## config.mk

```make
export PLATFORM = sky130hd
export DESIGN_NAME = modular_inverse_ext_euclid_unit
export DESIGN_NICKNAME = d
export VERILOG_FILES = /design/src/mie_pkg.sv /design/src/mie_datapath.sv /design/src/mie_ctrl.sv /design/src/modular_inverse_ext_euclid_unit.sv
export VERILOG_INCLUDE_DIRS = /design/src /design/src/src
export SDC_FILE = /design/constraint.sdc
export NUM_CORES = 1
export LEC_CHECK = 0
export BUFFER_PORTS_ARGS = -buffer_cell sky130_fd_sc_hd__buf_2
export CORE_ASPECT_RATIO = 2
export CORE_MARGIN = 4
export CORE_UTILIZATION = 42
export DETAILED_ROUTE_END_ITERATION = 10
export PLACE_DENSITY = 0.64
export SYNTH_ARGS = -nofsm -noshare
export SYNTH_HDL_FRONTEND = slang
export SYNTH_SLANG_ARGS = --single-unit
```

## constraint.sdc

```tcl
create_clock -name clk_i -period 14.4 [get_ports clk_i]
set_input_delay 1.44 -clock clk_i [delete_from_list [all_inputs] [get_ports clk_i]]
set_output_delay 1.44 -clock clk_i [all_outputs]
set_load 0.01 [all_outputs]
```

## src/assert_macros.svh

```systemverilog
// Assertion helpers shared by the RTL
`ifndef ASSERT_MACROS_SVH
`define ASSERT_MACROS_SVH

// Check an implication on every clock edge outside reset
`define ASSERT_IMPL(label, ante, cons, msg) \
  label: assert property (@(posedge clk_i) disable iff (!rst_ni) (ante) |-> (cons)) \
    else $error(msg);

// Check that the consequent holds in the cycle after the antecedent
`define ASSERT_NEXT(label, ante, cons, msg) \
  label: assert property (@(posedge clk_i) disable iff (!rst_ni) (ante) |=> (cons)) \
    else $error(msg);

`endif

```

## src/mie_pkg.sv

```systemverilog
`timescale 1ns / 1ps
package mie_pkg;

  localparam int unsigned Width = 32;
  localparam int unsigned CntW  = $clog2(Width + 1);

  typedef logic [Width-1:0] word_t;

  // Controller states
  typedef enum logic [2:0] {
    ST_IDLE,
    ST_DIV_INIT,
    ST_DIV,
    ST_MUL,
    ST_UPDATE,
    ST_DONE
  } state_e;

  // Controller to datapath
  typedef struct packed {
    logic load;      // capture operands
    logic div_init;  // start a long division of dividend by divisor
    logic div_step;  // one restoring division bit
    logic mul_init;  // start quotient * cofactor mod m
    logic mul_step;  // one shift-and-add bit
    logic update;    // shift remainder sequence and cofactors
    logic finish;    // register the result
  } cmd_t;

  // Datapath to controller
  typedef struct packed {
    logic value_zero;
    logic rem_zero;
    logic div_last;
    logic mul_last;
  } status_t;

endpackage

```

## src/mie_datapath.sv

```systemverilog
`timescale 1ns / 1ps
`include "assert_macros.svh"
module mie_datapath (
  input  logic             clk_i,
  input  logic             rst_ni,
  input  mie_pkg::cmd_t    cmd_i,
  output mie_pkg::status_t status_o,
  input  logic [31:0]      value_i,
  input  logic [31:0]      modulus_i,
  output logic [31:0]      inverse_o,
  output logic             has_inverse_o
);

  localparam int unsigned W = mie_pkg::Width;
  localparam int unsigned C = mie_pkg::CntW;

  mie_pkg::word_t m_q, m_d;
  mie_pkg::word_t dvd_q, dvd_d, dvs_q, dvs_d;
  mie_pkg::word_t quo_q, quo_d, rem_q, rem_d;
  mie_pkg::word_t pco_q, pco_d, cco_q, cco_d;
  mie_pkg::word_t mx_q, mx_d, my_q, my_d, acc_q, acc_d;
  logic [C-1:0]   cnt_q, cnt_d;
  logic [31:0]    inv_q, inv_d;
  logic           flag_q, flag_d;

  logic [W:0]     trial;
  logic [W:0]     sub;
  logic [W:0]     acc_sum, x_dbl;
  mie_pkg::word_t acc_n, x_n, prev_red, next_co;

  // One restoring division bit: shift in the next dividend bit
  always_comb begin
    trial = {rem_q, quo_q[W-1]};
    sub   = trial - {1'b0, dvs_q};
  end

  // Modular add helpers for the shift-and-add multiplier
  always_comb begin
    acc_sum = {1'b0, acc_q} + {1'b0, mx_q};
    acc_n   = (acc_sum >= {1'b0, m_q}) ? W'(acc_sum - {1'b0, m_q}) : acc_sum[W-1:0];
    x_dbl   = {mx_q, 1'b0};
    x_n     = (x_dbl >= {1'b0, m_q}) ? W'(x_dbl - {1'b0, m_q}) : x_dbl[W-1:0];
    // prev cofactor is below 2m at worst, reduce once
    prev_red = (pco_q >= m_q) ? pco_q - m_q : pco_q;
    next_co  = (prev_red >= acc_q) ? prev_red - acc_q : m_q - (acc_q - prev_red);
  end

  // Advance the datapath registers
  always_comb begin
    m_d = m_q; dvd_d = dvd_q; dvs_d = dvs_q; quo_d = quo_q; rem_d = rem_q;
    pco_d = pco_q; cco_d = cco_q; mx_d = mx_q; my_d = my_q; acc_d = acc_q;
    cnt_d = cnt_q; inv_d = inv_q; flag_d = flag_q;
    if (cmd_i.load) begin
      m_d   = W'(modulus_i);
      dvd_d = W'(modulus_i);
      dvs_d = W'(value_i);
      pco_d = '0;
      cco_d = W'(1);
    end
    if (cmd_i.div_init) begin
      quo_d = dvd_q;
      rem_d = '0;
      cnt_d = C'(W);
    end
    if (cmd_i.div_step) begin
      if (!sub[W]) begin
        rem_d = sub[W-1:0];
        quo_d = {quo_q[W-2:0], 1'b1};
      end else begin
        rem_d = trial[W-1:0];
        quo_d = {quo_q[W-2:0], 1'b0};
      end
      cnt_d = cnt_q - C'(1);
    end
    if (cmd_i.mul_init) begin
      // cofactor is already below m when m is above 1; quotient may not be
      mx_d  = cco_q;
      my_d  = quo_q;
      acc_d = '0;
      cnt_d = C'(W);
    end
    if (cmd_i.mul_step) begin
      if (my_q[0]) acc_d = acc_n;
      mx_d  = x_n;
      my_d  = my_q >> 1;
      cnt_d = cnt_q - C'(1);
    end
    if (cmd_i.update) begin
      pco_d = cco_q;
      cco_d = next_co;
      dvd_d = dvs_q;
      dvs_d = rem_q;
    end
    if (cmd_i.finish) begin
      flag_d = (dvs_q == W'(1));
      inv_d  = (dvs_q == W'(1)) ? 32'(cco_q) : '0;
    end
  end

  always_ff @(posedge clk_i or negedge rst_ni) begin
    if (!rst_ni) begin
      cnt_q <= '0;
    end else begin
      cnt_q <= cnt_d;
    end
  end

  always_ff @(posedge clk_i) begin
    m_q <= m_d; dvd_q <= dvd_d; dvs_q <= dvs_d; quo_q <= quo_d; rem_q <= rem_d;
    pco_q <= pco_d; cco_q <= cco_d; mx_q <= mx_d; my_q <= my_d; acc_q <= acc_d;
    inv_q <= inv_d; flag_q <= flag_d;
  end

  assign status_o.value_zero = (dvs_q == '0);
  assign status_o.rem_zero   = (rem_q == '0);
  assign status_o.div_last   = (cnt_q == C'(1));
  assign status_o.mul_last   = (cnt_q == C'(1));
  assign inverse_o     = inv_q;
  assign has_inverse_o = flag_q;

  `ASSERT_NEXT(a_flag_inv, cmd_i.finish && dvs_q != W'(1), !flag_q && inv_q == '0,
               "no inverse must report zero")
  `ASSERT_IMPL(a_rem_lt_div, cmd_i.update, rem_q < dvs_q, "remainder not below divisor")

endmodule

```

## src/mie_ctrl.sv

```systemverilog
`timescale 1ns / 1ps
`include "assert_macros.svh"
module mie_ctrl (
  input  logic             clk_i,
  input  logic             rst_ni,
  input  logic             in_valid_i,
  output logic             in_stall_o,
  output logic             out_valid_o,
  input  logic             out_stall_i,
  output mie_pkg::cmd_t    cmd_o,
  input  mie_pkg::status_t status_i
);

  mie_pkg::state_e state_q, state_d;
  logic            ov_q, ov_d;

  // Next state
  always_comb begin
    state_d = state_q;
    unique case (state_q)
      mie_pkg::ST_IDLE:     if (in_valid_i && !in_stall_o) state_d = mie_pkg::ST_DIV_INIT;
      mie_pkg::ST_DIV_INIT: state_d = status_i.value_zero ? mie_pkg::ST_DONE
                                                          : mie_pkg::ST_DIV;
      mie_pkg::ST_DIV:      if (status_i.div_last) state_d = mie_pkg::ST_MUL;
      mie_pkg::ST_MUL: begin
        // remainder known here; stop once it is zero
        if (status_i.rem_zero) state_d = mie_pkg::ST_DONE;
        else state_d = mie_pkg::ST_UPDATE;
      end
      mie_pkg::ST_UPDATE:   if (status_i.mul_last) state_d = mie_pkg::ST_DIV_INIT;
      // wait until the output register is free
      mie_pkg::ST_DONE:     if (!ov_q || !out_stall_i) state_d = mie_pkg::ST_IDLE;
      default:              state_d = mie_pkg::ST_IDLE;
    endcase
  end

  // Outputs per state
  always_comb begin
    cmd_o = '0;
    unique case (state_q)
      mie_pkg::ST_IDLE:     cmd_o.load = in_valid_i && !in_stall_o;
      mie_pkg::ST_DIV_INIT: cmd_o.div_init = 1'b1;
      mie_pkg::ST_DIV:      cmd_o.div_step = 1'b1;
      mie_pkg::ST_MUL:      cmd_o.mul_init = !status_i.rem_zero;
      mie_pkg::ST_UPDATE: begin
        cmd_o.mul_step = !status_i.mul_last;
        cmd_o.update   = status_i.mul_last;
      end
      mie_pkg::ST_DONE:     cmd_o.finish = !ov_q || !out_stall_i;
      default:              cmd_o = '0;
    endcase
  end

  // Hold the result until the consumer takes the transfer
  always_comb begin
    ov_d = ov_q;
    if (ov_q && !out_stall_i) ov_d = 1'b0;
    if (cmd_o.finish) ov_d = 1'b1;
  end

  always_ff @(posedge clk_i or negedge rst_ni) begin
    if (!rst_ni) begin
      state_q <= mie_pkg::ST_IDLE;
      ov_q    <= 1'b0;
    end else begin
      state_q <= state_d;
      ov_q    <= ov_d;
    end
  end

  // Take a new item whenever idle; a waiting result sits in its own register
  assign in_stall_o  = (state_q != mie_pkg::ST_IDLE);
  assign out_valid_o = ov_q;

  `ASSERT_IMPL(a_no_overrun, cmd_o.finish, !ov_q || !out_stall_i, "result overwritten")
  `ASSERT_NEXT(a_load_busy, cmd_o.load, state_q == mie_pkg::ST_DIV_INIT, "load not started")

endmodule

```

## src/modular_inverse_ext_euclid_unit.sv

```systemverilog
`timescale 1ns / 1ps
// Modular inverse by the extended Euclidean algorithm, one item at a time. Each
// Euclid iteration runs a restoring division and a shift-and-add modular
// multiply on one shared datapath; the number k of iterations that leave a
// nonzero remainder stays below about 1.5*WIDTH. A zero value reports no
// inverse. The next item may be taken while a result waits in the output
// register; finishing waits until that register is free.
module modular_inverse_ext_euclid_unit (
  input  logic        clk_i,
  input  logic        rst_ni,
  input  logic        in_valid_i,
  output logic        in_stall_o,
  input  logic [31:0] value_i,
  input  logic [31:0] modulus_i,
  output logic        out_valid_o,
  input  logic        out_stall_i,
  output logic [31:0] inverse_o,
  output logic        has_inverse_o
);

  mie_pkg::cmd_t    cmd;
  mie_pkg::status_t status;

  mie_ctrl u_ctrl (
    .clk_i       (clk_i),
    .rst_ni      (rst_ni),
    .in_valid_i  (in_valid_i),
    .in_stall_o  (in_stall_o),
    .out_valid_o (out_valid_o),
    .out_stall_i (out_stall_i),
    .cmd_o       (cmd),
    .status_i    (status)
  );

  mie_datapath u_dp (
    .clk_i         (clk_i),
    .rst_ni        (rst_ni),
    .cmd_i         (cmd),
    .status_o      (status),
    .value_i       (value_i),
    .modulus_i     (modulus_i),
    .inverse_o     (inverse_o),
    .has_inverse_o (has_inverse_o)
  );

endmodule

```

* Yosys cells after proc, flatten, opt, wreduce, memory -nomap -nowiden
Index checks and enable logic that the tools add are counted.
Word-level totals: word-level logic and storage cells 102, output and inout port bits 35, register bits after elaboration 363
Cells by class: reduce and logical (&&, ||, !) cells 18, $add $sub $neg 9, mux-type cells 44, magnitude comparators 4, eq/ne operators 11
Operators by type and width (number):
- 32-bit 2-to-1 mux | 22
- 32-bit subtractor | 6
- 33-bit by 32-bit >= comparator with 1-bit output | 2
- 32-bit >= comparator | 2
- 32-bit zero test | 2
- 31-bit 2-to-1 mux | 2
- 32-bit by 32-bit adder with 33-bit output | 1
- 33-bit by 32-bit subtractor with 33-bit output | 1
- 32-bit by 1-bit equality test with 1-bit output (second input constant) | 1
- 6-bit 2-to-1 mux | 4
- 3-bit case mux with 6 select lines | 1
- 3-bit 2-to-1 mux | 5
- 1-bit 2-to-1 mux | 9
- 2-bit by 1-bit != test with 1-bit output (second input constant) | 4
- 2-bit nonzero test | 4
- 3-bit by 2-bit equality test with 1-bit output (second input constant) | 2
- 3-bit equality test (second input constant) | 2
- 6-bit by 1-bit equality test with 1-bit output (second input constant) | 1
- 6-bit by 1-bit subtractor with 6-bit output (second input constant) | 1
- 1-bit zero test | 5
- 4-bit AND reduction | 1
- 4-bit nonzero test | 1
- 3-bit by 1-bit equality test with 1-bit output (second input constant) | 1
- 3-bit zero test | 1
- other kinds (4) | 5

* Logic depth before layout (Yosys ltp)
depth after elaboration 6, mapped depth 31, gate-level depth less buffers 28

* Hierarchy
A second synthesis with hierarchy kept.
Unflattened totals: cells, all modules 2867, area total of the unflattened synthesis 27956.8 um2
Modules (own cells, without submodules):
- mie_datapath | cells each 2832, area an instance 27649.0 um2, seq. area each 10420.0 um2, times used 1
- mie_ctrl | cells each 35, area an instance 307.8 um2, seq. area each 100.1 um2, times used 1

* Worst setup path before layout
Ideal clock, no wire load.
kind input to register, from input port in_valid_i, to register u_dp.cco_q[0] (enable), setup time 0.792 ns, path slack 3.188 ns, stages 2, arrival time 10.420 ns, path buffers 0, required time 13.608 ns, path through inv_1 > o21ai_0
Between the ends: longest elaborated chain between the ends 3
RTL lines:
- start, declared | RTL line modular_inverse_ext_euclid_unit.sv:11 | input logic in_valid_i,
- 1-bit logical AND | RTL line mie_ctrl.sv:41 | mie_pkg::ST_IDLE: cmd_o.load = in_valid_i && !in_stall_o;
- 1-bit 2-to-1 mux | RTL line mie_ctrl.sv:40 | unique case (state_q)
- 2-bit nonzero test (no line)
- end signal, assigned | RTL line mie_datapath.sv:110 | pco_q <= pco_d; cco_q <= cco_d; mx_q <= mx_d; my_q <= my_d; acc_q <= acc_d;
- end, declared | RTL line mie_datapath.sv:20 | mie_pkg::word_t pco_q, pco_d, cco_q, cco_d;
Every way passes these cells. A chain may end at the register's enable or synchronous reset.

* Worst setup path in the final report
from register u_dp.m_q[0], to register u_dp.cco_q[31] (data pin)
Between the ends: longest elaborated chain between the ends 6, elaborated cells on any way between the ends 9, those cells by class add/sub: 4; order compare: 2; mux: 3
RTL lines:
- start, declared | RTL line mie_datapath.sv:17 | mie_pkg::word_t m_q, m_d;
- start signal, assigned | RTL line mie_datapath.sv:109 | m_q <= m_d; dvd_q <= dvd_d; dvs_q <= dvs_d; quo_q <= quo_d; rem_q <= rem_d;
- 32-bit subtractor / 32-bit >= comparator (equally long branches) | RTL line mie_datapath.sv:44 | prev_red = (pco_q >= m_q) ? pco_q - m_q : pco_q;
- 32-bit 2-to-1 mux | RTL line mie_datapath.sv:44
- 32-bit subtractor (2 in series) | RTL line mie_datapath.sv:45 | next_co = (prev_red >= acc_q) ? prev_red - acc_q : m_q - (acc_q - prev_red);
- 32-bit 2-to-1 mux * | RTL line mie_datapath.sv:45
- 32-bit 2-to-1 mux * | RTL line mie_datapath.sv:88 | if (cmd_i.update) begin
Mark *: on every way between the ends. The rest lies on a longest branch, timed or not.

==> reports/qor.csv <==
metric;value;unit
status;complete, no violations;
ys flop type;edfxtp_1;
setup bufs post-CTS;0;
cts-stage hold buffer count;0;
crit path kind;reg -> reg;
reg2reg start;u_dp.m_q[0];
first-pass GRT wire length;126;mm
Post-CTS Resized;0;
Initial Utilization;42.5;%
fin cells;3999;
flops & latches, synth;363;
Seq. cell area;10500;um^2
Placement Rows;131;
sequential cell area fraction in the yosys report;38.6;%
Fill cells;6223;
Synth Warn #;0;
Reg2Reg Depth;30;
TNS Setup;0;ns
top-level port count;103;
Distinct cells, synth;74;
CP max-delay cell;o21ai_0;
final critical-path required period;8.17;ns
Post-synth ARST share;2.75;%
CP startpoint;u_dp.m_q[0];
port bufs;102;
drt via density;5.59;
initial antenna violation count;0;
CTS Buf Count;37;
Die ar.;69200;um^2
clk root buf;clkbuf_16;
Slew Limit Headroom;16.8;%
Period Utilization, post-route;56.7;%
vias post-DR;22400;
FMAX;122;MHz
drc violations;0;
Cells after DPL;3931;
share of the synthesized area in the top cell type;35.3;%
crit start category;flop;
ANT nets after route;0;
max incr delay on CP;0.50;ns
1st-iter DRT viols;1085;
GRT overflow;0;
RSZ-0062 raised after global routing;no;
DP HPWL;64.5;mm
syn_nets;3373;
endpoints failing setup;0;
largest net degree at the start of global routing;89;
cell count after synthesis;3042;
CP Max Fanout;61;
crit path DAT;8.45;ns
hold_sp;u_dp.acc_q[20];
vias in the first global route;23000;
Reg clk slew, reported paths;0.06;ns
worst endpoint required time;14.68;ns
die width;188;um
worst hold stages;2;
actual slew at the worst max-slew pin;1.24;ns
Post-Route WL;81.3;mm
WL/cell;20.3;um
clk_lat worst skew;0.57;ns
Die H;368;um
mapped cell area;27200;um^2
Final Slew Violations;0;
CP most frequent cell;buf_4;
Setup crit end kind;flop;
area of the multi-input gates;15800;um^2
H-tree depth;2;
number of enable flip-flop cells after synthesis;320;
most frequent cells after synthesis;nand2_1, edfxtp_1, a21oi_1;
ant diodes;0;
Synth area leader;edfxtp_1;
core area;64100;um^2
Final nets;3437;
clk buf depth;3;
global placement routability congestion;0.948;
Detailed Routing Iterations Pass 1;5;
TritonCTS Sinks;363;
final hold violation count;0;
skew final;0.0228;ns
total of max-cap violations;0;
gr usage total;23.0;%
Area Overhead vs Synth;9.83;%
CTS tree;built;
syn_area_per_cell;8.95;um^2
most common cell in the netlist;nand2_1;
Hold Crit Class;reg -> reg;
share of layout cells above drive strength 1;6.89;%
top cells by area, synth;edfxtp_1, ha_1, nand2_1;
==> path summary, 6_finish.rpt <==
| kind | to | slack (ns) |
|---|---|---|
| max | u_dp.cco_q[31] | 6.23 |
| min | u_dp.acc_q[20] | 0.48 |
| max reg2reg | u_dp.cco_q[31] | 6.23 |
| min reg2reg | u_dp.acc_q[20] | 0.48 |
| max in group asynchronous | u_ctrl.state_q[0] | 13.42 |
| min in group asynchronous | u_dp.cnt_q[0] | 0.75 |
==> worst max-delay path: cells and delay by family, from the launching register on <==
kind | cells | cell delay, ns
fa+ha+maj | 4 | 1.25
xor+xnor | 1 | 0.17
simple gates | 7 | 1.59
buf+inv | 4 | 1.08
flops | 1 | 0.44
compound gates | 14 | 3.26
==> per-stage QoR <==
step	setup WS [ns]	area (um^2)	utilization [%]	hold slack (ns)
CTS	6.23	29900	46.7	0.486
global route	5.73	29900	46.7	0.528
detailed placement	6.26	28700	44.8	0.478
finish	6.23	29900	46.7	0.482
floorplan	3.19	27200	-	0.453
global placement	6.26	28700	44.8	0.465
==> cell usage in the layout (no fill, tap or decap), types with 49 or more instances in the layout <==
| master | netlist | routed |
|---|---|---|
| ha_1 | 226 | 226 |
| inv_1 | 151 | 151 |
| edfxtp_1 | 320 | 320 |
| mux2i_1 | 53 | 53 |
| xor2_1 | 77 | 77 |
| xnor2_1 | 106 | 106 |
| and3_1 | 49 | 49 |
| a21o_1 | 105 | 105 |
| nand2_1 | 536 | 536 |
| buf_2 | 11 | 102 |
| o21ai_0 | 233 | 232 |
| nor2_1 | 223 | 217 |
| a21oi_1 | 247 | 243 |
==> registers in the layout (all words and copies together) (netlist names) <==
signal              count
u_dp.acc_q             32
u_dp.cco_q             32
u_dp.dvd_q             32
u_dp.dvs_q             32
u_dp.inverse_o         32
u_dp.m_q               32
u_dp.mx_q              32
u_dp.my_q              32
u_dp.pco_q             32
u_dp.quo_q             32
u_dp.rem_q             32
u_dp.cnt_q              6
u_ctrl.state_q          3
u_ctrl.out_valid_o      1
u_dp.has_inverse_o      1
==> routing by layer <==
layer | global-route usage (%) | wire length, um | vias up | share of wire, %
met4 | 13.4 | 5550 | 0 | 6.8
met2 | 44.2 | 43300 | 513 | 53
li1 | - | - | 11100 | -
met5 | 0 | 0 | - | 0
met3 | 2.24 | 2750 | 184 | 3.4
met1 | 24.0 | 29800 | 10600 | 37
==> logic make-up (layout without fill, tap and decap cells) <==
group           after synthesis  count (layout)  share of synthesized area (%)
buf+inv                     253             346                           3.66
fa+ha+maj                   263             263                           13.1
xor+xnor                    183             183                           5.89
simple gates               1099            1099                           18.0
compound gates              823             823                           18.5
flops                       363             363                           38.6
mux                          58              58                           2.15
==> cell type report <==
cell class,count,share of cell area (%)
timing repair buffer,127,2.33
tap,864,3.61
multi-input combinational,2426,53.0
clock inverter,20,0.707
sequential,363,35.2
clock buffer,48,3.30
inverter,151,1.90
Power is left out: the tool's default activity adds up to more than one toggle a clock period on the data nets, which glitch-free logic cannot reach.
